[config.mk]
export PLATFORM = sky130hd
export DESIGN_NAME = length_prefixed_deframer_flat
export DESIGN_NICKNAME = d
export VERILOG_FILES = /design/src/rtl/core/lpd_pkg.sv /design/src/rtl/core/lpd_ifs.sv /design/src/rtl/core/lpd_in_stage.sv /design/src/rtl/core/lpd_parse.sv /design/src/rtl/core/length_prefixed_deframer.sv /design/src/flat_wrapper.sv
export SDC_FILE = /design/constraint.sdc
export NUM_CORES = 1
export LEC_CHECK = 0
export ABC_AREA = 1
export BUFFER_PORTS_ARGS = -buffer_cell sky130_fd_sc_hd__buf_4
export CORE_UTILIZATION = 40
export CTS_CLUSTER_DIAMETER = 200
export DETAILED_ROUTE_END_ITERATION = 7
export PLACE_DENSITY = 0.69
export SLEW_MARGIN = 20
export SYNTH_ARGS = -nofsm -noshare
export SYNTH_HDL_FRONTEND = slang
export SYNTH_SLANG_ARGS = --single-unit
[constraint.sdc]
create_clock -name clock -period 5.9 [get_ports clock]
set_clock_uncertainty 0.2 [all_clocks]
set_input_delay 1.77 -clock clock [delete_from_list [all_inputs] [get_ports clock]]
set_output_delay 1.77 -clock clock [all_outputs]
set_load 0.1 [all_outputs]
[src/rtl/core/lpd_pkg.sv]
`timescale 1ns / 1ps

package lpd_pkg;

   localparam int unsigned ByteWidth   = 8;
   localparam int unsigned LengthWidth = 32;
   localparam int unsigned AccumWidth  = 24;
   localparam int unsigned CountWidth  = 2;

   localparam logic [LengthWidth-1:0] MaxLengthReset = LengthWidth'(16 * 1024 * 1024);

   localparam logic [CountWidth-1:0] HeaderLastCount = CountWidth'(3);

   typedef struct packed {
      logic                 valid;
      logic [ByteWidth-1:0] data;
   } byte_stage_type;

   typedef struct packed {
      logic [ByteWidth-1:0] out_byte;
      logic                 last_of_message;
      logic                 oversize_error;
   } result_type;

endpackage

[src/rtl/core/lpd_ifs.sv]
`timescale 1ns / 1ps

interface lpd_req_if;
   logic                           valid;
   logic                           ready;
   logic [lpd_pkg::ByteWidth-1:0]  in_byte;

   modport source (output valid, output in_byte, input ready);
   modport sink (input valid, input in_byte, output ready);
endinterface

interface lpd_rsp_if;
   logic                           valid;
   logic                           ready;
   logic [lpd_pkg::ByteWidth-1:0]  out_byte;
   logic                           last_of_message;
   logic                           oversize_error;

   modport source (output valid, output out_byte, output last_of_message,
                   output oversize_error, input ready);
   modport sink (input valid, input out_byte, input last_of_message,
                 input oversize_error, output ready);
endinterface

interface lpd_csr_if;
   logic                            valid;
   logic                            ready;
   logic [lpd_pkg::LengthWidth-1:0] data;

   modport source (output valid, output data, input ready);
   modport sink (input valid, input data, output ready);
endinterface

[src/rtl/core/lpd_in_stage.sv]
`timescale 1ns / 1ps

module lpd_in_stage (
   input  logic                          clock,
   input  logic                          reset,
   input  logic                          in_valid,
   input  logic [lpd_pkg::ByteWidth-1:0] in_byte,
   output logic                          in_ready,
   input  logic                          advance,
   output lpd_pkg::byte_stage_type       stage
);

   logic                          valid_ff;
   logic                          valid_in;
   logic [lpd_pkg::ByteWidth-1:0] data_ff;
   logic [lpd_pkg::ByteWidth-1:0] data_in;

   assign in_ready = !valid_ff || advance;

   always_comb begin
      valid_in = valid_ff;
      data_in  = data_ff;
      if (in_valid && in_ready) begin
         valid_in = 1'b1;
         data_in  = in_byte;
      end else if (advance) begin
         valid_in = 1'b0;
      end
   end

   always_ff @(posedge clock) begin
      if (reset) begin
         valid_ff <= 1'b0;
      end else begin
         valid_ff <= valid_in;
      end
   end

   always_ff @(posedge clock) begin
      data_ff <= data_in;
   end

   assign stage.valid = valid_ff;
   assign stage.data  = data_ff;

endmodule

[src/rtl/core/lpd_parse.sv]
`timescale 1ns / 1ps

module lpd_parse (
   input  logic                            clock,
   input  logic                            reset,
   input  lpd_pkg::byte_stage_type         stage,
   output logic                            advance,
   input  logic                            csr_valid,
   input  logic [lpd_pkg::LengthWidth-1:0] csr_data,
   output logic                            rsp_valid,
   input  logic                            rsp_ready,
   output lpd_pkg::result_type             rsp_data
);

   logic [lpd_pkg::LengthWidth-1:0] max_length_ff;
   logic [lpd_pkg::LengthWidth-1:0] max_length_in;
   logic [lpd_pkg::CountWidth-1:0]  header_count_ff;
   logic [lpd_pkg::CountWidth-1:0]  header_count_in;
   logic [lpd_pkg::AccumWidth-1:0]  header_accum_ff;
   logic [lpd_pkg::AccumWidth-1:0]  header_accum_in;
   logic [lpd_pkg::LengthWidth-1:0] bytes_remaining_ff;
   logic [lpd_pkg::LengthWidth-1:0] bytes_remaining_in;
   logic                            closed_ff;
   logic                            closed_in;
   logic                            out_valid_ff;
   logic                            out_valid_in;
   lpd_pkg::result_type             out_ff;
   lpd_pkg::result_type             out_in;
   logic [lpd_pkg::LengthWidth-1:0] header_length;
   logic                            in_body;

   assign advance       = stage.valid && (!out_valid_ff || rsp_ready);
   assign header_length = {stage.data, header_accum_ff};
   assign in_body       = (bytes_remaining_ff != '0);
   assign max_length_in = csr_valid ? csr_data : max_length_ff;

   always_comb begin
      header_count_in    = header_count_ff;
      header_accum_in    = header_accum_ff;
      bytes_remaining_in = bytes_remaining_ff;
      closed_in          = closed_ff;
      out_valid_in       = out_valid_ff && !rsp_ready;
      out_in             = out_ff;
      if (advance) begin
         out_valid_in = 1'b0;
         if (!closed_ff) begin
            if (in_body) begin
               bytes_remaining_in     = bytes_remaining_ff - lpd_pkg::LengthWidth'(1);
               out_valid_in           = 1'b1;
               out_in.out_byte        = stage.data;
               out_in.last_of_message = (bytes_remaining_ff == lpd_pkg::LengthWidth'(1));
               out_in.oversize_error  = 1'b0;
            end else if (header_count_ff != lpd_pkg::HeaderLastCount) begin
               header_count_in = header_count_ff + lpd_pkg::CountWidth'(1);
               case (header_count_ff)
                  2'd0:    header_accum_in[7:0]   = stage.data;
                  2'd1:    header_accum_in[15:8]  = stage.data;
                  default: header_accum_in[23:16] = stage.data;
               endcase
            end else begin
               header_count_in = '0;
               header_accum_in = '0;
               if (header_length > max_length_ff) begin
                  closed_in              = 1'b1;
                  out_valid_in           = 1'b1;
                  out_in.out_byte        = '0;
                  out_in.last_of_message = 1'b0;
                  out_in.oversize_error  = 1'b1;
               end else begin
                  bytes_remaining_in = header_length;
               end
            end
         end
      end
   end

   always_ff @(posedge clock) begin
      if (reset) begin
         max_length_ff      <= lpd_pkg::MaxLengthReset;
         header_count_ff    <= '0;
         header_accum_ff    <= '0;
         bytes_remaining_ff <= '0;
         closed_ff          <= 1'b0;
         out_valid_ff       <= 1'b0;
      end else begin
         max_length_ff      <= max_length_in;
         header_count_ff    <= header_count_in;
         header_accum_ff    <= header_accum_in;
         bytes_remaining_ff <= bytes_remaining_in;
         closed_ff          <= closed_in;
         out_valid_ff       <= out_valid_in;
      end
   end

   always_ff @(posedge clock) begin
      out_ff <= out_in;
   end

   assign rsp_valid = out_valid_ff;
   assign rsp_data  = out_ff;

`ifndef SYNTHESIS
   a_error_closes: assert property (@(posedge clock) disable iff (reset)
      (out_valid_ff && out_ff.oversize_error) |-> closed_ff)
      else $error("error result without closed stream");

   a_closed_sticks: assert property (@(posedge clock) disable iff (reset)
      closed_ff |=> closed_ff)
      else $error("closed stream reopened");

   a_header_no_body: assert property (@(posedge clock) disable iff (reset)
      (header_count_ff != '0) |-> (bytes_remaining_ff == '0))
      else $error("header in progress while body remains");

   a_last_empties: assert property (@(posedge clock) disable iff (reset)
      (out_valid_ff && out_ff.last_of_message) |-> (bytes_remaining_ff == '0))
      else $error("last byte shown with body remaining");

   a_stall_holds_state: assert property (@(posedge clock) disable iff (reset)
      (out_valid_ff && !rsp_ready) |=> $stable(bytes_remaining_ff))
      else $error("state moved during output stall");
`endif

endmodule

[src/rtl/core/length_prefixed_deframer.sv]
`timescale 1ns / 1ps

// Length-prefixed deframer. Takes one stream byte per req transaction and
// returns each message body byte as one rsp transaction, flagging the last
// byte of each message. A message is a 4-byte little-endian length followed
// by that many body bytes; header bytes and zero-length messages return
// nothing. A length above max_length returns a single error transaction,
// after which every byte is dropped until reset. One byte per clock is
// sustained while rsp is ready: an input register feeds the parser, whose
// result register is the only output stage between req and rsp.
// max_length resets to 16 MiB and may be rewritten on csr at any time the
// block is idle; csr is always ready.

module length_prefixed_deframer (
   input  logic       clock,
   input  logic       reset,
   lpd_req_if.sink    req,
   lpd_rsp_if.source  rsp,
   lpd_csr_if.sink    csr
);

   lpd_pkg::byte_stage_type stage;
   lpd_pkg::result_type     result;
   logic                    advance;

   lpd_in_stage u_in_stage (
      .clock    (clock),
      .reset    (reset),
      .in_valid (req.valid),
      .in_byte  (req.in_byte),
      .in_ready (req.ready),
      .advance  (advance),
      .stage    (stage)
   );

   lpd_parse u_parse (
      .clock     (clock),
      .reset     (reset),
      .stage     (stage),
      .advance   (advance),
      .csr_valid (csr.valid),
      .csr_data  (csr.data),
      .rsp_valid (rsp.valid),
      .rsp_ready (rsp.ready),
      .rsp_data  (result)
   );

   assign csr.ready           = 1'b1;
   assign rsp.out_byte        = result.out_byte;
   assign rsp.last_of_message = result.last_of_message;
   assign rsp.oversize_error  = result.oversize_error;

endmodule
[src/flat_wrapper.sv]
// flat-port wrapper written by rule: the top's interface ports become plain ports
module length_prefixed_deframer_flat 
  (clock, reset, req_valid, req_in_byte, req_ready, rsp_valid, rsp_out_byte, rsp_last_of_message, rsp_oversize_error, rsp_ready, csr_valid, csr_data, csr_ready);
  lpd_req_if req_i ();
  lpd_rsp_if rsp_i ();
  lpd_csr_if csr_i ();
  input  logic clock;
  input  logic reset;
  input wire logic [$bits(req_i.valid)-1:0] req_valid;
  input wire logic [$bits(req_i.in_byte)-1:0] req_in_byte;
  output wire logic [$bits(req_i.ready)-1:0] req_ready;
  output wire logic [$bits(rsp_i.valid)-1:0] rsp_valid;
  output wire logic [$bits(rsp_i.out_byte)-1:0] rsp_out_byte;
  output wire logic [$bits(rsp_i.last_of_message)-1:0] rsp_last_of_message;
  output wire logic [$bits(rsp_i.oversize_error)-1:0] rsp_oversize_error;
  input wire logic [$bits(rsp_i.ready)-1:0] rsp_ready;
  input wire logic [$bits(csr_i.valid)-1:0] csr_valid;
  input wire logic [$bits(csr_i.data)-1:0] csr_data;
  output wire logic [$bits(csr_i.ready)-1:0] csr_ready;
  assign req_i.valid = req_valid;
  assign req_i.in_byte = req_in_byte;
  assign req_ready = req_i.ready;
  assign rsp_valid = rsp_i.valid;
  assign rsp_out_byte = rsp_i.out_byte;
  assign rsp_last_of_message = rsp_i.last_of_message;
  assign rsp_oversize_error = rsp_i.oversize_error;
  assign rsp_i.ready = rsp_ready;
  assign csr_i.valid = csr_valid;
  assign csr_i.data = csr_data;
  assign csr_ready = csr_i.ready;
  length_prefixed_deframer u_core (.clock(clock), .reset(reset), .req(req_i), .rsp(rsp_i), .csr(csr_i));
endmodule
==> results of run 1 <==
-- layout make-up --
class / instances / area (um^2) / area share, %
multi-input combinational: 612 / 3140 / 44.6
sequential: 111 / 2400 / 34.1
inverter: 133 / 504 / 7.15
timing repair buffer: 60 / 450 / 6.39
clock buffer: 12 / 278 / 3.94
tap: 188 / 235 / 3.34
clock inverter: 4 / 33.8 / 0.479
-- registers in the layout (all words and copies together), names as in the netlist --
name	cells
u_core.u_parse.header_count_ff	2
u_core.u_parse.rsp_data	10
u_core.u_in_stage.valid_ff	1
u_core.u_parse.max_length_ff	32
u_core.u_parse.bytes_remaining_ff	32
u_core.u_parse.header_accum_ff	24
u_core.u_in_stage.data_ff	8
u_core.u_parse.rsp_valid	1
u_core.u_parse.closed_ff	1
-- power by group through the flow --
stage                     logic (uW)  clock network (uW)  registers, uW
after global routing             477                 675            845
after CTS                        415                 642            840
after global placement           408                   0            856
after detailed placement         413                   0            857
final                            419                 631            841
after floorplan                  294                   0            874
-- cells by family (layout without fill, tap and decap cells) --
group | after synthesis | after routing | synth area share, %
AND/OR/NAND/NOR | 390 | 390 | 26.6
buffers and inverters | 168 | 209 | 11.0
AO/OA/AOI/OAI | 163 | 163 | 13.4
flip-flops | 111 | 111 | 38.5
adder cells (fa/ha/maj) | 37 | 37 | 7.43
XOR/XNOR | 21 | 21 | 2.95
other | 1 | 1 | 0.0602
-- cell usage after synthesis (all sizes together) --
cell type | n | share of area, %
a211oi | 2 | 0.24
a21boi | 2 | 0.24
a21o | 1 | 0.12
a21oi | 76 | 6.1
buf | 15 | 1.7
clkbuf | 20 | 1.2
clkinv | 10 | 0.60
conb | 1 | 0.060
dfxtp | 93 | 30
edfxtp | 18 | 8.7
ha | 37 | 7.4
inv | 123 | 7.5
nand2 | 184 | 11
nand3 | 30 | 2.9
nand4 | 32 | 3.2
nor2 | 139 | 8.8
nor3 | 4 | 0.32
nor4 | 1 | 0.10
o211ai | 1 | 0.12
o21a | 1 | 0.12
o21ai | 79 | 6.3
o22ai | 1 | 0.10
xnor2 | 1 | 0.14
xor2 | 20 | 2.8
-- metal layers --
metal | vias to the layer above | wire (um) | track usage [%]
met1 | 2519 | 7740 | 29.4
met5 | - | 0 | 0
met2 | 182 | 6730 | 31.4
met3 | 25 | 894 | 4.64
met4 | 0 | 393 | 6.93
li1 | 2914 | - | -
-- final timing paths --
path                                           endpoint  slack (ns)                             from
setup / recovery                              req_ready        1.62                        rsp_ready
hold / removal          u_core.u_parse.max_length_ff[8]        0.27  u_core.u_parse.max_length_ff[8]
setup reg to reg  u_core.u_parse.bytes_remaining_ff[16]        2.53     u_core.u_in_stage.data_ff[5]
hold reg to reg         u_core.u_parse.max_length_ff[8]        0.27  u_core.u_parse.max_length_ff[8]
-- through the flow --
stage          util [%]  std cells
5_1_grt            46.4       1120
2_1_floorplan         -        891
6_report           46.4       1120
3_5_place_dp       44.3       1104
3_3_place_gp       44.3       1104
4_1_cts            46.4       1120
-- worst reg2reg max path, stage by stage, from the launching register on --
cell and delay, ns:
edfxtp_1 0.52, ha_1 0.36, nand2_1 0.06, nor2_1 0.12, nand2_1 0.11, nor2_1 0.15
nand4_1 0.22, nand3_4 0.36, nand3_2 0.75, nand2_1 0.27, clkinv_1 0.09, nor2_1 0.10
==> out/metrics.yaml, run 1 <==
run_status:
  outcome: "completed"
critical_path:
  worstSetupEndpointType: "primary output"
  worstPathCellList: "buf_4 -> inv_1 -> nand3_1 -> buf_4"
  crit_path_start_kind: "primary input"
  worst_r2r_path_depth: 11
  critPathBufInv: 3
  timing.critical_path.slowest_stage_cell: "buf_4"
  critical-path-max-stage-delay_ns: 0.26
  crit_fanout: 3
  crit_path_arrival_time_ns: 2.31
  crit_top_cell: "buf_4"
  worst_path_dominant_cell_family: "buffers and inverters"
  criticalPathCategory: "primary input to primary output"
  worst-path-stages: 4
  cp.required_ns: 3.93
routing:
  drcViolationCount: 0
  firstDrtPassIters: 5
  routed_wl_um: 15800
  drtIter0Drc: 423
  number_of_antenna_violating_nets_in_the_routed_design: 0
  route.detailed.wl_per_inst_um: 14.1
  avgViaCountPerCell: 5.04
  vias_after_detailed_routing: 5640
clocking:
  insertion_delay_ns: 0.37
  cts_max_level: 3
  clk_root_buffer_cell: "clkbuf_16"
  tritoncts.num_buffers: 9
  post_cts_resized: 0
  cts_setup_buffers: 0
  clkSlewWorstSetupHoldPaths_ns: 0.07
  ctsLongestPathBuffers: 2
  cts-hold-fix-buffers: 0
  tritoncts: "built"
  cts.sinks: 111
finish:
  postLayoutCellArea_um2: 7050
  antenna_cells_inserted: 0
  layout_commonest_cell: "nand2_1"
  final_layout_size_suffix_gt1_share_pct: 10.1
  area_growth_syn_to_layout_pct: 13.1
  fill_cell_count: 1575
  num-nets-final: 1009
  layout.cells.most_common_list: "181 x nand2_1, 133 x nor2_1, 120 x inv_1"
power_and_ir_drop:
  switching_share_of_power_pct: 31.6
  vdd_drop_max_uv: 170
  power.switching_uw: 597
  power.share.combinational_pct: 22.2
  clockPowerShare_pct: 33.4
  power.internal_uw: 1290
  power.static_leakage_uw: 0.00335
  power.share.sequential_pct: 44.5
  power.density_cell_area_nw_per_um2: 268
  totalPowerFinal_uw: 1890
global_route:
  number_of_global_route_vias_before_repair: 5128
  grt_max_degree: 66
  grt_overflow_total: 0
  grt_usage_pct: 20.9
  initial_antenna_violation_count: 0
  grt_pass1_wl_um: 26000
logic_synthesis:
  synth_seq_cells: 111
  netlist_area_um2: 6230
  synth.yosys.warnings: 0
  ys_seq_area_share_pct: 38.5
  syn_inst: 891
  synthesized_area_divided_by_synthesized_cell_count_um2: 6.99
  synth.net_count: 973
  number_of_library_cell_types_mapped_by_synthesis: 34
timing:
  final.hold.worst_slack_ns: 0.267
  finalSetupTns_ns: 0
  fin_crit_sh_pct: 72.6
  post-route-worst-setup-slack_ns: 1.62
  final-setup-viol-count: 0
  hold_violations: 0
  max_slew_margin_pct: 35.5
  finalCriticalPeriod_ns: 4.28
  max_freq_mhz: 234
  grt_setup_unrepaired: "false"
  worst-slew-pin-transition_ns: 0.966
  finalMaxSlewViolations: 0
place:
  dp_slack_ns: 1.63
  detail_placement_hpwl_um: 11400
  numPortBuffers: 56
  placement.cell_area_um2: 6740
  gp_congestion: 0.892
floorplan:
  floorplan.die.height_um: 127
  area_enclosed_by_the_die_boundary_um2: 16100
  design.core.area_um2: 15200
  fp-row-count: 45
  die_x_um: 127
  initial_utilization_pct: 41.0
  top_level_ports: 58
hold_path:
  worstHoldPathCells: 2
  min_path_type: "register to register"
job:
  drv_cap: 0
(Power assumes the default switching activity.)
==> inputs of run 2 (changes only) <==
- PLACE_DENSITY: 0.69 -> 0.72
- clock period: 5.9 -> 3.7 ns (I/O delays scaled with it)
==> out/metrics.yaml, run 2 (synthesis gave the netlist of run 1 again) <==
global_route:
  grt_pass1_wl_um: 26400  # +1.7%
  initial_antenna_violation_count: 0  # unchanged
  grt_overflow_total: 0  # unchanged
  grt_usage_pct: 21.3  # +0.41 points
  number_of_global_route_vias_before_repair: 5353  # +4.4%
  grt_max_degree: 51  # -23%
timing:
  hold_violations: 0  # unchanged
  post-route-worst-setup-slack_ns: 0.684  # -0.936 ns
  fin_crit_sh_pct: 81.5
  finalSetupTns_ns: 0  # unchanged
  finalMaxSlewViolations: 0  # unchanged
  final-setup-viol-count: 0  # unchanged
  worst-slew-pin-transition_ns: 0.577  # -0.389 ns
  max_slew_margin_pct: 61.1  # +26 points
  max_freq_mhz: 332
  finalCriticalPeriod_ns: 3.02
  grt_setup_unrepaired: "false"
routing:
  avgViaCountPerCell: 5.07  # +0.58%
  number_of_antenna_violating_nets_in_the_routed_design: 0  # unchanged
  route.detailed.wl_per_inst_um: 14.3  # +1.9%
  firstDrtPassIters: 5  # unchanged
  routed_wl_um: 16100  # +2.1%
  drcViolationCount: 0  # unchanged
  vias_after_detailed_routing: 5683  # +0.76%
  drtIter0Drc: 391  # -7.6%
job:
  drv_cap: 0  # unchanged
critical_path:
  critical-path-max-stage-delay_ns: 0.39  # +0.13 ns
  worstSetupEndpointType: "register"
  worst-path-stages: 12  # +8
  crit_path_start_kind: "register"
  crit_top_cell: "nor2_1"
  timing.critical_path.from: "u_core.u_parse.header_accum_ff[23]"
  worst_r2r_path_depth: 12  # +1
  critical_path.reg2reg.startpoint: "u_core.u_parse.header_accum_ff[23]"
  ff2ff_setup_slack_ns: 0.68  # -1.85 ns
  cp.required_ns: 3.82  # -0.11 ns
  r2r_end: "u_core.u_parse.bytes_remaining_ff[6]"
  worst_path_dominant_cell_family: "simple AND/OR/NAND/NOR gates"
  crit_fanout: 24  # +21
  worstPathCellList: "ha_1 -> nand2_1 -> nor2_1 -> nand4_1 -> nor2_1 -> nand4_1 -> nand3_4 -> nand3_2 -> buf_12 -> nand2_1 -> clkinv_1 -> nor2_1"
  critPathBufInv: 2  # -1
  criticalPathCategory: "register to register"
  timing.critical_path.to: "u_core.u_parse.bytes_remaining_ff[6]"
  timing.critical_path.slowest_stage_cell: "nand3_2"
  crit_path_arrival_time_ns: 3.13  # +0.82 ns
clocking:
  clkSlewWorstSetupHoldPaths_ns: 0.08  # about the same
  insertion_delay_ns: 0.37  # about the same
  post_cts_resized: 0  # unchanged
  tritoncts.num_buffers: 9  # unchanged
  cts_max_level: 3  # unchanged
  cts_setup_buffers: 0  # unchanged
  tritoncts: "built"
  cts-hold-fix-buffers: 0  # unchanged
  clk_root_buffer_cell: "clkbuf_16"
  ctsLongestPathBuffers: 2  # unchanged
  cts.sinks: 111  # unchanged
finish:
  layout_commonest_cell: "nand2_1"
  fin_cells: 1122  # +0.18%
  area_growth_syn_to_layout_pct: 14.2
  layout.cells.most_common_list: "181 x nand2_1, 133 x nor2_1, 120 x inv_1"
  num-nets-final: 1011  # +0.20%
  top_regs: "u_core.u_parse.bytes_remaining_ff x32, u_core.u_parse.max_length_ff x32, u_core.u_parse.header_accum_ff x24"
  finalCoreUtilization_pct: 46.8  # +0.47 points
  final_layout_size_suffix_gt1_share_pct: 10.2  # +0.085 points
  antenna_cells_inserted: 0  # unchanged
hold_path:
  min_path_type: "register to register"
power_and_ir_drop:
  power.static_leakage_uw: 0.00338  # +0.89%
  vdd_drop_max_uv: 266  # +57%
  power.density_cell_area_nw_per_um2: 440  # +64%
place:
  gp_congestion: 0.972  # +9.0%
  numPortBuffers: 56  # unchanged
  dp_slack_ns: 0.677  # -0.955 ns
  detail_placement_hpwl_um: 12100  # +6.0%
  dp_cells: 1106  # +0.18%
run_status:
  outcome: "completed"
floorplan:
  floorplan.die.height_um: 127  # unchanged
  initial_utilization_pct: 41.0  # unchanged
  die_x_um: 127  # unchanged
  top_level_ports: 58  # unchanged
  area_enclosed_by_the_die_boundary_um2: 16100  # unchanged
  fp-row-count: 45  # unchanged
  design.core.area_um2: 15200  # unchanged
==> run 2: changes by cell type in the layout (fill, tap and decap cells not counted), sizes merged <==
| cell | delta |
|---|---|
| clkinv | -2 |
| clkinvlp | +1 |
| inv | -1 |
| buf | +2 |
| bufinv | +2 |
==> run 2: final cells by class <==
class	count	area (um^2)
Inverter	133	504
Multi-Input combinational cell	612	3140
Clock inverter	4	75.1
Clock buffer	12	268
Fill cell	1580	8080
Timing Repair Buffer	62	490
Tap cell	188	235
Sequential cell	111	2400
==> run 2: metrics by stage <==
| stage | total power (uW) | hold slack (ns) | area (um^2) |
|---|---|---|---|
| floorplan | 1860 | 0.240 | 6230 |
| global placement | 2040 | 0.253 | 6780 |
| detailed placement | 2040 | 0.256 | 6780 |
| CTS | 3140 | 0.267 | 7120 |
| global route | 3290 | 0.279 | 7120 |
| finish | 3140 | 0.263 | 7120 |
==> run 2: worst register-to-register path: stages, from the launching register on <==
cell	delay, ns
dfxtp_1	0.36
ha_1	0.31
nand2_1	0.07
nor2_1	0.16
nand4_1	0.22
nor2_1	0.18
nand4_1	0.20
nand3_4	0.35
nand3_2	0.39
buf_12	0.31
nand2_1	0.08
clkinv_1	0.06
nor2_1	0.09
==> run 2: report_power, final <==
group          total [uW]  internal [uW]  switching [uW]
Combinational         686            231             455
Sequential           1340           1290            43.5
Clock                1110            653             457
==> run 2: metal layers <==
metal	up-vias	GRT usage (%)	share of wire, %
met2	154	33.8	45
li1	2930	-	-
met1	2571	28.0	47
met5	-	0	0
met3	28	4.89	6.3
met4	0	7.98	2.3
==> run 2: worst min-delay path by stage <==
stage / cells after the start / slack, ns / to / from
6_report: 2 / 0.26 / u_core.u_parse.max_length_ff[22] / u_core.u_parse.max_length_ff[22]
5_1_grt: 2 / 0.28 / u_core.u_parse.max_length_ff[17] / u_core.u_parse.max_length_ff[17]
4_1_cts: 2 / 0.27 / u_core.u_parse.max_length_ff[27] / u_core.u_parse.max_length_ff[27]
3_5_place_dp: 2 / 0.26 / u_core.u_parse.max_length_ff[7] / u_core.u_parse.max_length_ff[7]
3_3_place_gp: 2 / 0.25 / u_core.u_parse.max_length_ff[22] / u_core.u_parse.max_length_ff[22]
2_1_floorplan: 2 / 0.24 / u_core.u_parse.max_length_ff[10] / u_core.u_parse.max_length_ff[10]
